<file path="src/rtl/lpht_pkg.sv">
// Shared types and constants of the linear probing hash table.
// Used by lpht_hash, lpht_datapath, lpht_ctrl and linear_probe_hash_table.
package lpht_pkg;

  localparam logic [63:0] MURMUR_M  = 64'hc6a4a7935bd1e995;
  localparam logic [63:0] MURMUR_M8 = 64'h35253c9ade8f4ca8;
  localparam int unsigned MURMUR_R  = 47;

  typedef enum logic [1:0] {
    FUNC_SET  = 2'd0,
    FUNC_GET  = 2'd1,
    FUNC_DEL  = 2'd2,
    FUNC_NONE = 2'd3
  } func_t;

  typedef enum logic [1:0] {
    STS_OK        = 2'd0,
    STS_NOT_FOUND = 2'd1,
    STS_FULL      = 2'd2,
    STS_ZERO      = 2'd3
  } status_t;

  typedef enum logic [2:0] {
    ST_CLEAR,
    ST_IDLE,
    ST_HASH,
    ST_READ,
    ST_CMP,
    ST_DONE
  } state_t;

  typedef struct packed {
    logic    clear_step;
    logic    load;
    logic    hash_start;
    logic    probe_init;
    logic    advance;
    logic    wr_set;
    logic    wr_del;
    logic    cnt_inc;
    logic    cnt_dec;
    logic    res_set;
    status_t res_code;
    logic    res_take_value;
    logic    out_load;
  } cmd_t;

  typedef struct packed {
    logic  clear_last;
    logic  hash_done;
    func_t in_func;
    logic  in_key_zero;
    logic  in_value_zero;
    func_t func;
    logic  key_match;
    logic  slot_empty;
    logic  probe_last;
    logic  out_free;
  } sts_t;

endpackage

</file>
<file path="src/rtl/lpht_ctrl.sv">
// Controller: sequences memory clearing, hashing, probing and result hand-off.
// Depends on lpht_pkg.
module lpht_ctrl (
  input  logic           clk,
  input  logic           rst_n,
  input  logic           in_tvalid,
  output logic           in_tready,
  input  lpht_pkg::sts_t sts,
  output lpht_pkg::cmd_t cmd
);

  lpht_pkg::state_t state_r, state_nxt;

  always_ff @(posedge clk) begin
    if (!rst_n) begin
      state_r <= lpht_pkg::ST_CLEAR;
    end else begin
      state_r <= state_nxt;
    end
  end

  always_comb begin
    state_nxt = state_r;
    cmd       = '0;
    in_tready = 1'b0;
    unique case (state_r)
      lpht_pkg::ST_CLEAR: begin
        cmd.clear_step = 1'b1;
        if (sts.clear_last) state_nxt = lpht_pkg::ST_IDLE;
      end
      lpht_pkg::ST_IDLE: begin
        in_tready = 1'b1;
        if (in_tvalid) begin
          cmd.load = 1'b1;
          if (sts.in_func == lpht_pkg::FUNC_NONE) begin
            cmd.res_set  = 1'b1;
            cmd.res_code = lpht_pkg::STS_OK;
            state_nxt    = lpht_pkg::ST_DONE;
          end else if (sts.in_key_zero ||
                       (sts.in_func == lpht_pkg::FUNC_SET && sts.in_value_zero)) begin
            cmd.res_set  = 1'b1;
            cmd.res_code = lpht_pkg::STS_ZERO;
            state_nxt    = lpht_pkg::ST_DONE;
          end else begin
            cmd.hash_start = 1'b1;
            state_nxt      = lpht_pkg::ST_HASH;
          end
        end
      end
      lpht_pkg::ST_HASH: begin
        if (sts.hash_done) begin
          cmd.probe_init = 1'b1;
          state_nxt      = lpht_pkg::ST_READ;
        end
      end
      lpht_pkg::ST_READ: begin
        state_nxt = lpht_pkg::ST_CMP;
      end
      lpht_pkg::ST_CMP: begin
        state_nxt = lpht_pkg::ST_DONE;
        cmd.res_set = 1'b1;
        unique case (sts.func)
          lpht_pkg::FUNC_SET: begin
            if (sts.key_match || sts.slot_empty) begin
              cmd.wr_set   = 1'b1;
              cmd.cnt_inc  = !sts.key_match;
              cmd.res_code = lpht_pkg::STS_OK;
            end else if (sts.probe_last) begin
              cmd.res_code = lpht_pkg::STS_FULL;
            end else begin
              cmd.res_set = 1'b0;
              cmd.advance = 1'b1;
              state_nxt   = lpht_pkg::ST_READ;
            end
          end
          lpht_pkg::FUNC_GET: begin
            if (sts.key_match) begin
              cmd.res_code       = lpht_pkg::STS_OK;
              cmd.res_take_value = 1'b1;
            end else if (sts.slot_empty || sts.probe_last) begin
              cmd.res_code = lpht_pkg::STS_NOT_FOUND;
            end else begin
              cmd.res_set = 1'b0;
              cmd.advance = 1'b1;
              state_nxt   = lpht_pkg::ST_READ;
            end
          end
          default: begin
            if (sts.key_match) begin
              cmd.wr_del   = 1'b1;
              cmd.cnt_dec  = 1'b1;
              cmd.res_code = lpht_pkg::STS_OK;
            end else if (sts.probe_last) begin
              cmd.res_code = lpht_pkg::STS_NOT_FOUND;
            end else begin
              cmd.res_set = 1'b0;
              cmd.advance = 1'b1;
              state_nxt   = lpht_pkg::ST_READ;
            end
          end
        endcase
      end
      lpht_pkg::ST_DONE: begin
        if (sts.out_free) begin
          cmd.out_load = 1'b1;
          state_nxt    = lpht_pkg::ST_IDLE;
        end
      end
      default: state_nxt = lpht_pkg::ST_IDLE;
    endcase
  end

endmodule

</file>
<file path="config.mk">
export PLATFORM = sky130hd
export DESIGN_NAME = lpht_ctrl
export DESIGN_NICKNAME = d
export VERILOG_FILES = /design/src/rtl/lpht_pkg.sv /design/src/rtl/lpht_ctrl.sv
export SDC_FILE = /design/constraint.sdc
export NUM_CORES = 1
export LEC_CHECK = 0
export ABC_AREA = 1
export BUFFER_PORTS_ARGS = -buffer_cell sky130_fd_sc_hd__buf_2
export CORE_AREA = 2 2 39 41
export DETAILED_ROUTE_END_ITERATION = 16
export DIE_AREA = 0 0 41 43
export SYNTH_ARGS = -nofsm -noshare
export SYNTH_HDL_FRONTEND = slang
export SYNTH_SLANG_ARGS = --single-unit
</file>
<file path="constraint.sdc">
create_clock -name clk -period 1.42 [get_ports clk]
set_clock_uncertainty 0.1 [all_clocks]
set_input_delay 0 -clock clk [delete_from_list [all_inputs] [get_ports clk]]
set_output_delay 0 -clock clk [all_outputs]
set_load 0.03 [all_outputs]
</file>
After elaboration in Yosys (flattened, before gate mapping)
Index checks and enable logic that the tools add are counted.
W data, S select, Z words.
{"block": "word_totals", "output_inout_bits": 15, "word_cells": 76, "regBits": 3, "input_bits": 15}
{"block": "op_classes", "muxes": 54, "reduce_logical": 10, "eq_ne": 11}
{"cell": "$mux W3", "n": 14}
{"cell": "$mux W1", "n": 30}
{"cell": "$pmux W3 S2", "n": 3}
{"cell": "$pmux W3 S6", "n": 1}
{"cell": "$mux W2", "n": 4}
{"cell": "$ne A2 B2 Y1 const B", "n": 4}
{"cell": "$eq A3 B2 Y1 const B", "n": 2}
{"cell": "$eq A3 B3 Y1 const B", "n": 2}
{"cell": "$mux W5", "n": 1}
{"cell": "$logic_not A2 Y1", "n": 2}
{"cell": "$reduce_and A4 Y1", "n": 1}
{"cell": "$eq A3 B1 Y1 const B", "n": 1}
{"cell": "$logic_not A3 Y1", "n": 1}
{"cell": "$logic_or A1 B1 Y1", "n": 3}
{"cell": "$eq A2 B1 Y1 const B", "n": 1}
{"cell": "$eq A2 B2 Y1 const B", "n": 1}
{"cell": "$pmux W1 S2", "n": 1}
{"cell": "$reduce_or A2 Y1", "n": 1}
{"cell": "$logic_and A1 B1 Y1", "n": 1}
{"cell": "$logic_not A1 Y1", "n": 1}

Longest topological paths before layout
{"block": "depth", "depth_word": 7, "ltp_mapped": 9, "depth_no_buf": 9}

Worst setup path after synthesis
OpenSTA, ideal clock, no wires.
{"block": "synth_timing", "kind": "reg2out", "startpoint": "reg state_r[1]", "endpoint": "out cmd[7] (netlist bit)", "stages_incl_launch_ff": 5, "arrival_ns": 1.581, "required_time_ns": 1.320, "n_path_buf": 1, "slack_ns": -0.261, "path_cell_list": "dfxtp_1 nor2_1 nand2_1 nor3_1 buf_4"}
{"item": "from (decl)", "line": "lpht_ctrl.sv:12", "text": "lpht_pkg::state_t state_r, state_nxt;"}
{"item": "from (signal assigned)", "line": "lpht_ctrl.sv:16", "text": "state_r <= lpht_pkg::ST_CLEAR;"}
{"item": "from (signal assigned)", "line": "lpht_ctrl.sv:18", "text": "state_r <= state_nxt;"}
{"item": "to (decl)", "line": "lpht_ctrl.sv:9", "text": "output lpht_pkg::cmd_t cmd"}

==> Flow_metrics.wiki <==
{| class="wikitable"
! Metric !! Value
|-
| FMAX || 711 MHz
|-
| Compound-gate portion of the synthesized area || 10.7%
|-
| Proportion of synthesized chip area in sequential cells || 15.6%
|-
| H-tree levels || 1
|-
| Cell at the root of the clock tree || sky130_fd_sc_hd__clkbuf_4
|-
| CP endpoint kind || output port
|-
| Initial core utilization || 27.8%
|-
| Type of the setup path with the least slack || flop to output port
|-
| Ys Warns || 0
|-
| Share of final-layout standard cells stronger than drive strength 1 || 53.9%
|-
| Synth Cell Area || 385 um^2
|-
| Largest registers ranked by flip-flop count || state_r: 3 flops
|-
| Cell type contributing the most total cell area after synthesis || sky130_fd_sc_hd__nand2_1
|-
| Area fraction in and, or, nand and nor cells after synthesis || 61.0%
|-
| Setup slack, reg-to-reg || 0.08 ns
|-
| Horiz. Die Dim || 41 um
|-
| Remaining number of nets flagged by the antenna check after routing || 0
|-
| Clock share of power || 24.3%
|-
| Initial antenna violation count || 0
|-
| Combined global-route utilization of all metal layers || 14.3%
|-
| Die area || 1760 um^2
|-
| Share of the synthesized area in the top cell type || 19.5%
|-
| Number of inserted filler cells in the final layout || 143
|-
| Number of max-cap violations || 0
|-
| Endpoints failing hold || 0
|-
| Switch Pwr || 0.000282 W
|-
| Storage element area || 71.3 um^2
|-
| Hold_ws || 0.0274 ns
|-
| Global routing met1 resource utilization || 16.1%
|-
| Slew at the pin closest to its max-slew limit || 0.180 ns
|-
| Remaining routing DRC violations || 0
|-
| Largest driver fanout on the critical path || 7
|-
| Arrival time at the worst endpoint || 1.31 ns
|-
| Number of vias in the routed layout || 624
|-
| Number of register bits inferred by synthesis || 3
|-
| Internal || 0.000348 W
|-
| Fraction of met2 tracks used by global routing || 25.0%
|-
| Netlist cell types || 18
|-
| Worst hold path startpoint || sts[0]
|-
| Worst flop-to-flop path endpoint || state_r[0]
|-
| Number of port buffers || 29
|-
| Pre-Repair DR Iteration Count || 4
|-
| Die extent in y || 43 um
|-
| Worst Hold Path Cells || 4
|-
| Clock buffers created by TritonCTS || 3
|-
| Worst rel slew slack || 87.9%
|-
| Post-synthesis share of cell area spent on xor and xnor gates || 0%
|-
| N_diodes || 0
|-
| Cells after Synth || 73
|-
| Post-detailed-placement half-perimeter wirelength || 946 um
|-
| Post-Route Utilization || 55.2%
|-
| Data required time of the critical path || 1.32 ns
|-
| Number of flip-flops under the largest register name || 3
|-
| Largest net degree at the start of global routing || 8
|-
| Detailed Route WL || 1260 um
|-
| Net total in the final layout || 131
|-
| Number of standard-cell rows in the floorplan || 14
|-
| Grt met3 use || 1.57%
|-
| Dominant combinational cell family by area after synthesis || simple AND/OR/NAND/NOR gates
|-
| Area of the core region || 1380 um^2
|-
| Count of boundary I/O pins || 30
|-
| Global-route wire length before repair || 1790 um
|-
| Final weighted congestion in routability-driven placement || 0.758
|-
| Synth Net Count || 88
|-
| Reg with most FFs || state_r
|-
| Post-CTS clock slew at the launch and capture registers of the worst setup and hold paths || 0.04 ns
|-
| TritonCTS Sinks || 3
|-
| Share of total power in combinational logic || 56.1%
|-
| Mean number of vias per cell || 4.76
|-
| Min cycle time layout || 1.41 ns
|-
| Origin of the critical flop-to-flop path || state_r[2]
|-
| Area contributors post-synth || sky130_fd_sc_hd__nand2_1, sky130_fd_sc_hd__dfxtp_1, sky130_fd_sc_hd__nor2_1
|-
| Result of the run || complete, no violations
|-
| Reported leakage power || 0.403 nW
|-
| Fraction of power spent switching nets || 44.8%
|-
| Adder-Cell Fraction of Synth Area || 0%
|-
| Portion of netlist area occupied by mux cells || 0%
|-
| RSZ-0062 raised after global routing || yes
|-
| Seq pwr share || 19.6%
|-
| Peak-usage layer in the global routing report || met2
|-
| Class of the most critical hold timing path || input pin to flop
|-
| TritonCTS clock tree || yes
|-
| Slew Viols, Final || 0
|-
| Power density over the cells || 826 nW/um^2
|-
| Clock Path Buffers || 2
|-
| Area of the multi-input gates || 344 um^2
|-
| Overflow left after global routing || 0
|-
| Iteration-0 DRC Markers || 10
|-
| Average detailed-routed wire length per instance || 9.62 um
|-
| Cell depth of the worst flop-to-flop path || 8
|-
| Total power after layout || 0.000631 W
|-
| Worst skew pair latency || 0.24 ns
|-
| Final number of setup-violating endpoints || 0
|-
| Post-synthesis average cell area || 5.28 um^2
|-
| Worst voltage drop across the vdd grid || 0.611 mV
|-
| Hold Path End || state_r[2]
|-
| Number of global-route vias before repair || 497
|-
| Ratio of final minimum period to clock period || 99.1%
|-
| Startpoint types || flop
|-
| Layout Area Growth over Synthesis || 98.1%
|}
[how the worst max path moves through the flow]
stage,cells past startpoint,start,to
after global routing,6,state_r[1],cmd[2]
after global placement,7,state_r[1],state_r[1]
after floorplan,5,state_r[2],cmd[11]
final,6,state_r[1],cmd[4]
after detailed placement,6,state_r[0],cmd[2]
after CTS,6,state_r[2],cmd[4]
[worst max-delay path: stages, from the launching register on]
cell	delay [ns]
sky130_fd_sc_hd__dfxtp_4	0.40
sky130_fd_sc_hd__inv_4	0.05
sky130_fd_sc_hd__nand2_4	0.06
sky130_fd_sc_hd__nor2_4	0.05
sky130_fd_sc_hd__buf_4	0.12
sky130_fd_sc_hd__a22o_1	0.24
sky130_fd_sc_hd__buf_6	0.14
[per-stage QoR]
step / instances / area, um^2 / TNS (ns) / worst slack, ns
2_1_floorplan: 73 / 419 / -0.0223 / -0.0190
3_3_place_gp: 118 / 584 / 0 / 0.0853
3_5_place_dp: 118 / 584 / 0 / 0.0709
4_1_cts: 128 / 711 / -0.0266 / -0.0183
5_1_grt: 131 / 763 / -0.137 / -0.0475
6_report: 131 / 763 / 0 / 0.0133
[Yosys cell counts]
cell	n
sky130_fd_sc_hd__o21ai_1	1
sky130_fd_sc_hd__nor2_2	4
sky130_fd_sc_hd__nor3_1	3
sky130_fd_sc_hd__a22o_1	1
sky130_fd_sc_hd__nand3b_1	2
sky130_fd_sc_hd__inv_1	10
sky130_fd_sc_hd__buf_4	1
sky130_fd_sc_hd__o31ai_1	1
sky130_fd_sc_hd__nor3_2	1
sky130_fd_sc_hd__nor2_1	13
sky130_fd_sc_hd__a21oi_1	4
sky130_fd_sc_hd__nand2_1	20
sky130_fd_sc_hd__inv_2	1
sky130_fd_sc_hd__nand2_2	1
sky130_fd_sc_hd__nor4_1	1
sky130_fd_sc_hd__dfxtp_1	3
sky130_fd_sc_hd__nand4_1	3
sky130_fd_sc_hd__nand3_1	3
[area by class of cell]
cell class	instances	area share (%)
repair buffers	39	33.1
multi-input cells	58	45.1
well taps	16	2.62
flip-flops and latches	3	9.34
clock buffers	4	3.44
inverters	11	6.39
[power groups by stage]
| stage | sequential (W) | clock (W) | combinational (W) |
|---|---|---|---|
| 2_1_floorplan | 0.000111 | 0 | 0.000198 |
| 3_3_place_gp | 0.000113 | 0 | 0.000274 |
| 3_5_place_dp | 0.000113 | 0 | 0.000274 |
| 4_1_cts | 0.000118 | 0.000157 | 0.000325 |
| 5_1_grt | 0.000125 | 0.000170 | 0.000384 |
| 6_report | 0.000124 | 0.000153 | 0.000354 |
[cells in the final DEF (no fill, tap or decap)]
cell type,count
sky130_fd_sc_hd__dlygate4sd3_1,2
sky130_fd_sc_hd__nor3_4,1
sky130_fd_sc_hd__dfxtp_4,3
sky130_fd_sc_hd__a21oi_2,1
sky130_fd_sc_hd__nand4_1,3
sky130_fd_sc_hd__a21oi_1,3
sky130_fd_sc_hd__nand3b_1,2
sky130_fd_sc_hd__nor2_1,12
sky130_fd_sc_hd__o21ai_2,1
sky130_fd_sc_hd__clkbuf_1,1
sky130_fd_sc_hd__nand2_1,18
sky130_fd_sc_hd__a22o_1,1
sky130_fd_sc_hd__nand2_4,2
sky130_fd_sc_hd__nand3_2,1
sky130_fd_sc_hd__nor4_2,1
sky130_fd_sc_hd__nor3_1,1
sky130_fd_sc_hd__nor2_4,2
sky130_fd_sc_hd__nand3_1,2
sky130_fd_sc_hd__o31ai_2,1
sky130_fd_sc_hd__clkbuf_4,3
sky130_fd_sc_hd__inv_4,3
sky130_fd_sc_hd__inv_1,8
sky130_fd_sc_hd__buf_4,9
sky130_fd_sc_hd__buf_2,24
sky130_fd_sc_hd__nor3_2,2
sky130_fd_sc_hd__buf_6,4
sky130_fd_sc_hd__nor2_2,3
sky130_fd_sc_hd__nand2_2,1
[metal layers]
metal	wire, um	part of all wire, %	vias to the layer above
met2	631	50	24
li1	-	-	325
met5	0	0	-
met4	32	2.5	0
met3	81	6.4	4
met1	514	41	271
[what timing repair did]
action                                 CTS  global route
setup buffers                            4             3
pin swaps                                3             4
endpoints found under the hold margin    2             0
setup endpoints to repair                6             6
gates resized for setup                 19            10
hold buffers                             2             0
[cell families after synthesis]
group | after synthesis
buffers and inverters | 12
flip-flops | 3
AO/OA/AOI/OAI | 7
AND/OR/NAND/NOR | 51
(Power assumes the default switching activity.)
